==> config.mk <==
export PLATFORM = sky130hd
export DESIGN_NAME = pixel_alpha_blend
export DESIGN_NICKNAME = d
export VERILOG_FILES = /design/src/hw/rtl/pab_pkg.sv /design/src/hw/rtl/pab_blend.sv /design/src/hw/rtl/pixel_alpha_blend.sv
export SDC_FILE = /design/constraint.sdc
export NUM_CORES = 1
export LEC_CHECK = 0
export ABC_AREA = 1
export BUFFER_PORTS_ARGS = -buffer_cell sky130_fd_sc_hd__buf_2
export CAP_MARGIN = 10
export CORE_UTILIZATION = 58
export DETAILED_ROUTE_END_ITERATION = 7
export PLACE_DENSITY = 0.79
export SYNTH_ARGS = -nofsm -noshare
export SYNTH_HDL_FRONTEND = slang
export SYNTH_HIERARCHICAL = 1
export SYNTH_SLANG_ARGS = --single-unit
==> constraint.sdc <==
create_clock -name clk -period 5.41 [get_ports clk]
set_input_delay 1.623 -clock clk [delete_from_list [all_inputs] [get_ports clk]]
set_output_delay 1.623 -clock clk [all_outputs]
set_load 0.1 [all_outputs]
==> src/hw/rtl/pab_pkg.sv <==
`default_nettype none
package pab_pkg;

  typedef enum logic [1:0] {
    FMT_BGRA8888 = 2'd0,
    FMT_ARGB4444 = 2'd1,
    FMT_RGB565   = 2'd2,
    FMT_GRAY8    = 2'd3
  } fmt_t;

  localparam int unsigned PIX_W      = 32;
  localparam int unsigned CFG_IDX_W  = 1;
  localparam int unsigned CFG_DATA_W = 2;

  localparam logic [CFG_IDX_W-1:0] REG_PIXEL_FORMAT = 1'b0;
  localparam logic [CFG_IDX_W-1:0] REG_BLEND_ENABLE = 1'b1;

  localparam fmt_t FMT_RESET   = FMT_BGRA8888;
  localparam logic BLEND_RESET = 1'b1;

  typedef struct packed {
    fmt_t fmt;
    logic blend_en;
  } cfg_t;

endpackage
`default_nettype wire

==> src/hw/rtl/pab_blend.sv <==
`default_nettype none
module pab_blend (
  input  wire pab_pkg::cfg_t                  cfg,
  input  wire logic [pab_pkg::PIX_W-1:0]      dst,
  input  wire logic [pab_pkg::PIX_W-1:0]      rep,
  output logic      [pab_pkg::PIX_W-1:0]      pixel
);

  logic [pab_pkg::PIX_W-1:0] mask;
  logic [pab_pkg::PIX_W-1:0] d;
  logic [pab_pkg::PIX_W-1:0] r;
  logic [pab_pkg::PIX_W-1:0] res_8888;
  logic [15:0]               res_4444;
  logic [7:0]                ra8, inv8;
  logic [3:0]                ra4, inv4;
  logic [8:0]                a8;
  logic [4:0]                a4;
  logic [15:0]               c8 [3];
  logic [7:0]                c4 [3];

  always_comb begin
    case (cfg.fmt)
      pab_pkg::FMT_BGRA8888: mask = 32'hffff_ffff;
      pab_pkg::FMT_GRAY8:    mask = 32'h0000_00ff;
      default:               mask = 32'h0000_ffff;
    endcase
  end

  assign d = dst & mask;
  assign r = rep & mask;

  // 8888: byte channels, weights ra and 255-ra
  assign ra8  = r[31:24];
  assign inv8 = 8'hff - ra8;
  assign a8   = {1'b0, d[31:24]} + {1'b0, ra8};

  // 4444: nibble channels, weights ra and 15-ra
  assign ra4  = r[15:12];
  assign inv4 = 4'hf - ra4;
  assign a4   = {1'b0, d[15:12]} + {1'b0, ra4};

  always_comb begin
    for (int i = 0; i < 3; i++) begin
      c8[i] = 16'(d[8*i +: 8] * inv8) + 16'(r[8*i +: 8] * ra8);
      c4[i] = 8'(d[4*i +: 4] * inv4) + 8'(r[4*i +: 4] * ra4);
    end
  end

  assign res_8888 = {(a8[8] ? 8'hff : a8[7:0]), c8[2][15:8], c8[1][15:8], c8[0][15:8]};
  assign res_4444 = {(a4[4] ? 4'hf : a4[3:0]), c4[2][7:4], c4[1][7:4], c4[0][7:4]};

  always_comb begin
    pixel = r;
    if (cfg.blend_en) begin
      case (cfg.fmt)
        pab_pkg::FMT_BGRA8888: pixel = res_8888;
        pab_pkg::FMT_ARGB4444: pixel = {16'h0000, res_4444};
        default:               pixel = r;
      endcase
    end
  end

endmodule
`default_nettype wire

==> src/hw/rtl/pixel_alpha_blend.sv <==
`default_nettype none
// An input register feeds the blend into a result register on m_axis.
// Throughput: one pixel per cycle while m_axis_tready is high; with a
// chained ready, a pixel can enter while a result waits.
// Reset (rst, synchronous): both stages empty, pixel_format = BGRA8888,
// blend_enable = 1.
module pixel_alpha_blend (
  input  wire logic                              clk,
  input  wire logic                              rst,
  input  wire logic                              cfg_we,
  input  wire logic [pab_pkg::CFG_IDX_W-1:0]     cfg_index,
  input  wire logic [pab_pkg::CFG_DATA_W-1:0]    cfg_data,
  input  wire logic                              s_axis_tvalid,
  output logic                                   s_axis_tready,
  input  wire logic [2*pab_pkg::PIX_W-1:0]       s_axis_tdata,  // rep_pixel (high), dst_pixel (low)
  input  wire logic                              s_axis_tlast,  // end_of_row
  output logic                                   m_axis_tvalid,
  input  wire logic                              m_axis_tready,
  output logic      [pab_pkg::PIX_W-1:0]         m_axis_tdata,  // out_pixel
  output logic                                   m_axis_tlast   // end_of_row_out
);

  pab_pkg::cfg_t             cfg;
  logic                      s0_valid;
  logic [pab_pkg::PIX_W-1:0] s0_dst;
  logic [pab_pkg::PIX_W-1:0] s0_rep;
  logic                      s0_last;
  logic                      s1_load;
  logic [pab_pkg::PIX_W-1:0] pixel_next;

  assign s1_load       = s0_valid && (!m_axis_tvalid || m_axis_tready);
  assign s_axis_tready = !s0_valid || s1_load;

  always_ff @(posedge clk) begin
    if (rst) begin
      cfg.fmt      <= pab_pkg::FMT_RESET;
      cfg.blend_en <= pab_pkg::BLEND_RESET;
    end else if (cfg_we) begin
      case (cfg_index)
        pab_pkg::REG_PIXEL_FORMAT: cfg.fmt      <= pab_pkg::fmt_t'(cfg_data[1:0]);
        pab_pkg::REG_BLEND_ENABLE: cfg.blend_en <= cfg_data[0];
        default: ;
      endcase
    end
  end

  always_ff @(posedge clk) begin
    if (rst) begin
      s0_valid <= 1'b0;
    end else if (s_axis_tready) begin
      s0_valid <= s_axis_tvalid;
    end
    if (s_axis_tvalid && s_axis_tready) begin
      s0_dst  <= s_axis_tdata[pab_pkg::PIX_W-1:0];
      s0_rep  <= s_axis_tdata[2*pab_pkg::PIX_W-1:pab_pkg::PIX_W];
      s0_last <= s_axis_tlast;
    end
  end

  pab_blend u_blend (
    .cfg   (cfg),
    .dst   (s0_dst),
    .rep   (s0_rep),
    .pixel (pixel_next)
  );

  always_ff @(posedge clk) begin
    if (rst) begin
      m_axis_tvalid <= 1'b0;
    end else if (!m_axis_tvalid || m_axis_tready) begin
      m_axis_tvalid <= s0_valid;
    end
    if (s1_load) begin
      m_axis_tdata <= pixel_next;
      m_axis_tlast <= s0_last;
    end
  end

  a_ready_when_empty: assert property (@(posedge clk) disable iff (rst)
    !s0_valid |-> s_axis_tready)
    else $error("input stage empty but not ready");

  a_result_follows: assert property (@(posedge clk) disable iff (rst)
    s1_load |=> m_axis_tvalid)
    else $error("loaded result not valid");

  a_gray_high_zero: assert property (@(posedge clk) disable iff (rst)
    (s1_load && cfg.fmt == pab_pkg::FMT_GRAY8) |=> m_axis_tdata[31:8] == 24'h0)
    else $error("GRAY8 result has high bits set");

  a_overwrite_pass: assert property (@(posedge clk) disable iff (rst)
    (s1_load && !cfg.blend_en && cfg.fmt == pab_pkg::FMT_BGRA8888)
      |=> m_axis_tdata == $past(s0_rep))
    else $error("overwrite result differs from replacement");

endmodule
`default_nettype wire

==> results of run 1 <==
## path summary, 6_finish.rpt
path,endpoint,cells after the start
worst max-delay path,m_axis_tdata[21],21
worst min-delay path,m_axis_tlast,0
worst max register to register,m_axis_tdata[21],21
worst min register to register,m_axis_tlast,0
## cells in the final DEF (no fill, tap or decap), types with 6 or more instances in the layout
master     count
ha_4          23
nor2_2        38
nor2_1       308
clkinv_1       8
a21oi_1       13
nand2_2       49
fa_2          21
o21ai_0       12
o21ai_1       21
buf_4        231
nand2_4       22
a21oi_2       13
inv_4          6
edfxtp_1      98
inv_2         55
a21oi_4       10
nand3_2       22
xnor2_1       18
nand2_1      330
or2_2          6
nand4_1        9
o21ai_2       12
clkbuf_16      9
fa_1         317
buf_8          7
nand3_1       63
nor2_4        34
ha_1         211
nand2_8        6
buf_2        107
inv_1        557
buf_6         33
## sequential cells by signal (all words and copies together) (netlist names)
| register | flops |
|---|---|
| m_axis_tlast | 1 |
| s0_rep | 32 |
| s0_dst | 32 |
| s0_last | 1 |
| s0_valid | 1 |
| m_axis_tvalid | 1 |
| m_axis_tdata | 32 |
| cfg | 3 |
## metal layers
metal	vias up	part of all wire [%]
met5	-	0
met4	0	6.0
met3	265	9.8
met2	1017	46
met1	8547	38
li1	7767	-
## through the flow
stage	hold slack [ns]	instance area (µm²)	setup TNS, ns	instances
6_report	0.4284	24740	-3.820	3182
5_1_grt	0.4296	24740	-7.207	3182
4_1_cts	0.4282	23710	-0.8639	3161
3_5_place_dp	0.4081	22400	-7.304	3122
3_3_place_gp	0.4027	22400	-5.936	3122
2_1_floorplan	0.4003	19730	-0.02264	2383
## critical path, delay by kind of cell (launching register included)
kind                       cells  cell delay [ns]
adders and majority gates      7             3.33
and+or+nand+nor                6             0.68
DFF                            1             0.38
AOI/OAI and AO/OA              3             0.47
buffers and inverters          5             0.61
## repair_timing
action / CTS / global route
pin swaps: 83 / 134
hold buffers: 0 / 0
endpoints found under the hold margin: 0 / 0
gates cloned: 1 / 0
resized for setup: 208 / 277
setup buffers: 23 / 26
setup endpoints to repair: 24 / 24
## area by class of cell
type                    instances  area [µm²]
multi-input cells            1603       15600
inverters                     631        2412
flip-flops and latches        103        3050
repair buffers                381        2806
well taps                     448       560.5
clock inverters                 7       83.83
clock buffers                   9       225.2
fillers                      2331        8712
## logic make-up (layout without fill, tap and decap cells)
group | after synthesis | after routing | synth area share (%)
flops | 103 | 103 | 15.44
buf+inv | 677 | 1028 | 12.99
simple gates | 901 | 901 | 18.26
xor+xnor | 22 | 22 | 0.9779
fa+ha+maj | 575 | 575 | 49.39
compound gates | 105 | 105 | 2.934
==> summary.txt, run 1 <==
Detailed routing
  • Vias per cell: between 5 and 6
  • DRT Pass-1 Iters: 6
  • Routed len/inst: between 15 and 20 µm
  • Final routed DRC violation total: 0
  • Antenna violation net count after detailed routing: 0
  • Drt first-iter violations: 1,646
  • Routed WL: 62.75 mm
  • DR vias: roughly 18,000

Min path
  • HP Class: reg -> reg
  • HP Start: s0_last

Worst setup path
  • CP dominant cell by count: fa_1
  • Max incr delay on CP: just under 0.6 ns
  • Critical path capture point type: flop
  • Worst Setup SP: cfg[2]
  • Internal reg-to-reg setup slack: -0.33 ns
  • Critical path arrival: 5.88 ns
  • Worst Path Required: 5.54 ns
  • Startpoint types: flop
  • Worst-path fanout max: 5
  • CP Class: reg -> reg
  • Slowest stage cell, crit path: fa_1
  • CP cell instances: nor2_4 -> buf_8 -> nand2_4 -> inv_2 -> buf_4 -> nand2_1 -> fa_1 -> fa_1 -> fa_1 -> inv_2 -> fa_1 -> fa_1 -> fa_1 -> ha_4 -> a21oi_4 -> buf_4 -> o21ai_2 -> nand2_1 -> nand3_2 -> o21ai_2 -> nand2_1
  • Worst r2r src: cfg[2]

Logic synthesis
  • Top FF cell, synth: edfxtp_1
  • #FFs+latches synth: 103
  • Post-synth EDFFs: 98
  • Cells after synthesis: 2,383
  • Number of synthesis warnings: 6
  • Post-Syn Nets: 3,031
  • Asr flop ratio synth: 0%
  • Post-synth top cells: inv_1 (611), nand2_1 (406), nor2_1 (373)
  • Sequential area share after synthesis: 15.44%
  • Yosys top cell by area: fa_1
  • Most common cell in the netlist: inv_1
  • Syn avg cell area: 8.268 µm²
  • Synth area leaders: fa_1 (34%), ha_1 (15%), edfxtp_1 (15%)
  • Yosys top cell area share: 34.34%
  • Synth unique cells: 40
  • Cell area after synthesis: 19,700 µm²

Global routing
  • M3 GR Usage: 7.297%
  • Grt met2 use: 57.68%
  • Global-route wire length before repair: 95.22 mm
  • Initial antenna violation count: 0
  • GRT Residual Overflow: 0
  • GRT Max-Usage Layer: met2
  • GRT Total Usage: between 30% and 40%
  • Largest net degree at the start of global routing: 34
  • Via count of the first global-routing pass: 18,180
  • Met1 Usage GRT: between 40% and 50%

Timing
  • Fin. Hold Viols: 0
  • Slew Viols, Final: 0
  • Post-route minimum period: approximately 5.7 ns
  • Final worst setup slack: -0.3335 ns
  • RSZ-0062 raised after global routing: true
  • Least-Margin Pin Slew: roughly 1.3 ns
  • Relative slew margins: 15.82%
  • Final setup viols: 24
  • FMAX: between 0.15 and 0.2 GHz
  • Worst-case clock skew: 0.02114 ns
  • Crit share post-route: 106.2%

Finish
  • NumNets Final: 3,377
  • P&R area growth vs syn: 25.55%
  • Share of cells above drive strength 1: 27.03%
  • Post-layout util: 73.95%
  • Diode count: 0

CTS
  • CTS Buf Count: 9
  • Clock Tree Buf Depth: 2
  • CTS tree: yes
  • H-tree depth: 3
  • Clk slew on worst S/H paths: roughly 0.090 ns
  • Clock latency on the worst-skew pair: 0.40 ns
  • Clock sink count: 103
  • Clock root buffer: clkbuf_16

Placed design
  • DP Worst Slack: -0.4781 ns
  • Gp weighted congestion: 0.9869
  • Port Buffers: 107
  • HPWL after DPL: around 50 mm

Run status
  • Failing checks: setup timing
  • Status: complete, but fails checks

Flow run
  • Max cap viols: 0

Floorplan
  • Initial Util: 58.90%
  • IO Count: 108
  • FP Rows: 67
  • Die H: 186.3 µm
  • Core area: between 30,000 and 40,000 µm²
  • Die X: 186.3 µm
  • Die ar.: ~35,000 µm²
Power of run 1 is left out: the tool's default activity adds up to more than one toggle a clock period on the data nets, which glitch-free logic cannot reach.
==> inputs of run 2 (changes only) <==
--- a/config.mk
+++ b/config.mk
@@ -8,6 +8,7 @@
 export ABC_AREA = 1
 export BUFFER_PORTS_ARGS = -buffer_cell sky130_fd_sc_hd__buf_2
 export CAP_MARGIN = 10
+export CORE_MARGIN = 3
 export CORE_UTILIZATION = 58
 export DETAILED_ROUTE_END_ITERATION = 7
 export PLACE_DENSITY = 0.79
==> run 2 against run 1 <==
The run still ends with setup timing left; flip-flop and latch count unchanged; critical path type unchanged; cell count increased by 0.25%; critical path depth increased by 1; final area increased by 0.59%.
==> summary.txt, run 2 (same netlist as run 1, synthesis figures left out) <==
Global routing
  • GRT Total Usage: 34.84%
  • Met1 Usage GRT: approximately 45%
  • Via count of the first global-routing pass: 18,610
  • M3 GR Usage: 6.324%
  • Initial antenna violation count: 0
  • GRT Residual Overflow: 0
  • GRT Max-Usage Layer: met2
  • Largest net degree at the start of global routing: 41
  • Grt met2 use: a little under three fifths
  • Global-route wire length before repair: 96.68 mm

Finish
  • Most common cell after layout, fill and taps aside: inv_1
  • Biggest registers after layout: m_axis_tdata: 32 flops, s0_dst: 32 flops, s0_rep: 32 flops
  • NumNets Final: 3,391
  • Fill cell total of the finished layout: 2,333
  • Share of cells above drive strength 1: 27.11%
  • Most frequent cells in the layout: inv_1 (564), nand2_1 (326), fa_1 (316)
  • Diode count: 0
  • P&R area growth vs syn: 26.28%

CTS
  • H-tree depth: 3
  • Clock latency on the worst-skew pair: 0.40 ns
  • CTS Buf Count: 9
  • Clock root buffer: clkbuf_16
  • Clk slew on worst S/H paths: 0.09 ns
  • Clock Tree Buf Depth: 2
  • CTS Hold Bufs: 0
  • CTS tree: yes
  • Clock sink count: roughly 100

Worst setup path
  • Worst r2r src: cfg[2]
  • Worst-path fanout max: 7
  • Startpoint types: flop
  • FF-to-FF path depth: 22
  • Internal reg-to-reg setup slack: -0.23 ns
  • Critical path capture point type: flop
  • Critical path arrival: 5.78 ns
  • Worst Path Required: 5.55 ns
  • R2r endpoint: m_axis_tdata[23]
  • CP Class: reg -> reg

Detailed routing
  • Antenna violation net count after detailed routing: 0
  • DR vias: 17,560
  • Drt first-iter violations: around 1,500
  • Routed len/inst: around 20 µm
  • Final routed DRC violation total: 0
  • DRT Pass-1 Iters: 5
  • Routed WL: between 60 and 70 mm
  • Vias per cell: 5.503

Flow run
  • Max cap viols: 0

Timing
  • Crit share post-route: 104.2%
  • Worst-case clock skew: 0.01693 ns
  • FMAX: 0.1774 GHz
  • Slew Viols, Final: 0
  • Least-Margin Pin Slew: between 0.6 and 0.7 ns
  • Post-route minimum period: 5.638 ns
  • Final setup viols: 22
  • Relative slew margins: a little over half
  • Final worst setup slack: -0.2284 ns
  • RSZ-0062 raised after global routing: true
  • Fin. Hold Viols: 0

Floorplan
  • FP Rows: 66
  • Initial Util: between 50% and 60%
  • Die ar.: 36,220 µm²
  • IO Count: 108
  • Core area: 33,030 µm²
  • Die X: 190.3 µm
  • Die H: 190.3 µm

Min path
  • Worst Hold End: m_axis_tlast
  • WHS Path Cells: 0
  • HP Start: s0_last
  • HP Class: reg -> reg

Placed design
  • HPWL after DPL: 48.73 mm
  • DP Worst Slack: -0.3403 ns
  • Port Buffers: 107
  • Gp weighted congestion: 0.9791

Run status
  • Failing checks: setup timing
  • Status: complete, but fails checks
## run 2: area by class of cell
type	count	area [µm²]	share of cell area (%)
multi-input combinational	1603	15530	62.41
sequential	103	3050	12.26
timing repair buffer	395	3032	12.18
inverter	631	2416	9.710
tap	442	553.0	2.223
clock buffer	9	225.2	0.9052
clock inverter	7	76.32	0.3067
## run 2: worst max-delay path by stage
stage	startpoint	end	slack [ns]	depth (start not counted)
2_1_floorplan	cfg[2]	m_axis_tdata[7]	-0.02	27
3_3_place_gp	cfg[2]	m_axis_tdata[14]	-0.30	25
3_5_place_dp	cfg[2]	m_axis_tdata[14]	-0.34	25
4_1_cts	cfg[2]	m_axis_tdata[20]	-0.04	23
5_1_grt	cfg[2]	m_axis_tdata[21]	-0.38	25
6_report	cfg[2]	m_axis_tdata[23]	-0.23	22
## run 2: critical path, cell delays in order (launching register included)
cell and delay, ns:
dfxtp_4 0.38, nor2_4 0.18, buf_8 0.19, nand2_2 0.09, inv_4 0.10, nand2_2 0.07, fa_1 0.55, inv_1 0.06
fa_2 0.54, fa_1 0.45, fa_1 0.53, fa_1 0.50, inv_1 0.05, fa_1 0.51, inv_2 0.05, ha_4 0.25
nand2_1 0.08, nand2_1 0.08, o21bai_2 0.22, nand2_1 0.08, nand4_1 0.19, nor2_1 0.15, o21ai_1 0.08
## run 2: per-stage QoR
stage               hold WS (ns)  setup TNS [ns]  instance area, µm²  utilization, %  cells
floorplan                 0.4003        -0.02264               19730               -   2383
global placement          0.4012          -4.025               22550           68.28   3129
detailed placement        0.4108          -4.883               22550           68.28   3129
CTS                       0.4310         -0.1772               23850           72.20   3161
global route              0.4335          -6.170               24880           75.33   3190
finish                    0.4309          -2.478               24880           75.33   3190
## run 2: repair_timing
action / 4_1_cts / 5_1_grt
cloned: 3 / 1
endpoints found under the hold margin: 0 / 0
pin swaps: 70 / 120
resized for setup: 234 / 234
setup endpoints to repair: 24 / 24
buffers inserted: 13 / 32
## run 2: layer usage
layer | routed length [µm] | vias to the layer above
met5 | 0 | -
met4 | 3403 | 0
met3 | 5634 | 225
met2 | 29990 | 937
met1 | 24140 | 8609
li1 | - | 7785
Power of run 2 is left out for the same reason.
==> inputs of run 3 (changes only) <==
--- a/config.mk
+++ b/config.mk
@@ -8,6 +8,7 @@
 export ABC_AREA = 1
 export BUFFER_PORTS_ARGS = -buffer_cell sky130_fd_sc_hd__buf_2
 export CAP_MARGIN = 10
+export CORE_ASPECT_RATIO = 0.6
 export CORE_MARGIN = 3
 export CORE_UTILIZATION = 58
 export DETAILED_ROUTE_END_ITERATION = 7
==> run 3 against run 2 <==
Register-to-register slack got worse by 0.21 ns; final area rose by 1.6%; critical path depth rose by 4; non-clock buffer count up 25; flip-flop and latch count unchanged; largest cell class unchanged; clock-buffer cell count is the same; routed wire length rose by 15%; clock skew increased by 0.00082 ns; die area grew 0.20%; worst setup slack worse by 0.21 ns; maximum frequency is 3.6% lower; the run still ends with setup timing left; first-iteration DRC count up 65%.
==> summary.txt, run 3 (same netlist as run 1, synthesis figures left out) <==
Run status
  • Status: complete, but fails checks
  • Failing checks: setup timing

Finish
  • Share of cells above drive strength 1: 27.95%
  • Biggest registers after layout: m_axis_tdata: 32 flops, s0_dst: 32 flops, s0_rep: 32 flops
  • P&R area growth vs syn: 28.25%
  • Storage cell area: around 3100 µm²
  • Most frequent cells in the layout: inv_1 (558), nand2_1 (331), fa_1 (320)
  • Fill cell total of the finished layout: 2,348
  • NumNets Final: 3,416
  • Most common cell after layout, fill and taps aside: inv_1
  • Post-layout util: 76.74%
  • Area of the multi-input gates: 15,690 µm²
  • Non-Filler Instances: 3,226

CTS
  • CTS Buf Count: 9
  • Clock sink count: approximately 100
  • Clock Tree Buf Depth: 2
  • Clk slew on worst S/H paths: 0.09 ns
  • H-tree depth: 3
  • Clock root buffer: clkbuf_16
  • CTS tree: yes
  • Clock latency on the worst-skew pair: 0.39 ns

Worst setup path
  • CP bufs+invs: 9
  • CP Class: reg -> reg
  • CP top delay family: adder cells
  • Worst r2r src: cfg[2]
  • Worst Path Required: 5.57 ns
  • Critical path capture point type: flop
  • Startpoint types: flop
  • Critical path arrival: 6.00 ns
  • Worst setup endpoint: m_axis_tdata[23]
  • R2r endpoint: m_axis_tdata[23]
  • WP depth: 26
  • Slowest stage cell, crit path: fa_2
  • Internal reg-to-reg setup slack: -0.44 ns
  • Worst Setup SP: cfg[2]
  • FF-to-FF path depth: 26
  • CP dominant cell by count: fa_1
  • Max incr delay on CP: approximately 0.57 ns
  • Worst-path fanout max: 6

Timing
  • Slew Viols, Final: 0
  • Final setup viols: 24
  • Worst-case clock skew: between 0.015 and 0.02 ns
  • Fin. Hold Viols: 0
  • Crit share post-route: 108.1%
  • Least-Margin Pin Slew: ~0.67 ns
  • Post-route minimum period: 5.846 ns
  • Post-route setup TNS: -6.855 ns
  • Final worst setup slack: -0.4359 ns
  • Relative slew margins: 55.44%
  • FMAX: 0.1711 GHz
  • RSZ-0062 raised after global routing: true

Detailed routing
  • Final routed DRC violation total: 0
  • Met2 WL: 27.65 mm
  • Vias per cell: 5.710
  • Routed len/inst: 22.51 µm
  • Top Layer Used: met5
  • DRT Pass-1 Iters: 7
  • DR vias: roughly 18,000
  • Drt first-iter violations: 2,510
  • Antenna violation net count after detailed routing: 0
  • M1 wire length: 29.40 mm
  • Routed wl met3: between 10 and 15 mm
  • Routed WL: 72.61 mm

Floorplan
  • Die ar.: 36,290 µm²
  • FP Rows: between 50 and 60
  • Initial Util: 59.84%
  • Die H: 148.8 µm
  • IO Count: around 110
  • Core area: 32,930 µm²
  • Die X: 243.9 µm

Global routing
  • GRT Residual Overflow: 0
  • GRT Total Usage: between 30% and 40%
  • Global-route wire length before repair: 105.2 mm
  • Via count of the first global-routing pass: around 18,000
  • Largest net degree at the start of global routing: 34
  • Initial antenna violation count: 1

Placed design
  • HPWL after DPL: roughly 57 mm
  • Placed Cells: 3,160
  • Gp weighted congestion: between 1 and 1.5
  • Port Buffers: 107

Flow run
  • Max cap viols: 0

Min path
  • HP Class: reg -> reg
==> run 3: per-stage QoR <==
stage               hold slack [ns]  instance area (µm²)  setup slack [ns]
floorplan                    0.4003                19730          -0.02264
global placement             0.4131                22750           -0.9430
detailed placement           0.4126                22750            -1.081
CTS                          0.4458                24280           -0.2529
global route                 0.4584                25260           -0.5719
finish                       0.4445                25270           -0.4359
==> run 3: worst min path at each step <==
stage               startpoint            to  slack, ns  cells past startpoint
global route           s0_last  m_axis_tlast       0.46                      0
global placement       s0_last  m_axis_tlast       0.41                      0
CTS                    s0_last  m_axis_tlast       0.45                      0
finish                 s0_last  m_axis_tlast       0.44                      0
floorplan              s0_last  m_axis_tlast       0.40                      0
detailed placement     s0_last  m_axis_tlast       0.41                      0
==> run 3: area by class of cell <==
class / count / area share [%]
Tap cell: 450 / 2.228
Timing Repair Buffer: 420 / 12.80
Antenna cell: 3 / 0.02971
Clock buffer: 9 / 0.8913
Sequential cell: 103 / 12.07
Inverter: 631 / 9.532
Multi-Input combinational cell: 1603 / 62.09
Clock inverter: 7 / 0.3565
==> run 3: repair_timing <==
| action | in CTS | in global routing |
|---|---|---|
| gates resized for setup | 248 | 229 |
| hold buffers | 0 | 0 |
| gates cloned | 2 | 3 |
| endpoints found under the setup margin | 24 | 24 |
| setup buffers | 23 | 23 |
| pin swaps | 43 | 127 |
==> run 3: per-layer routing <==
metal / up-vias / GRT usage (%)
met3: 206 / 19.42
met2: 1443 / 50.27
met1: 8938 / 58.15
met4: 2 / 9.342
li1: 7833 / -
met5: - / 0
==> run 3: worst register-to-register path: cells and delay by family, from the launching register on <==
| family | cells | cell delay [ns] |
|---|---|---|
| AND/OR/NAND/NOR | 9 | 1.07 |
| flip-flops | 1 | 0.38 |
| buffers and inverters | 9 | 0.82 |
| AO/OA/AOI/OAI | 1 | 0.06 |
| adder cells (fa/ha/maj) | 7 | 3.30 |
Power of run 3 is left out for the same reason.
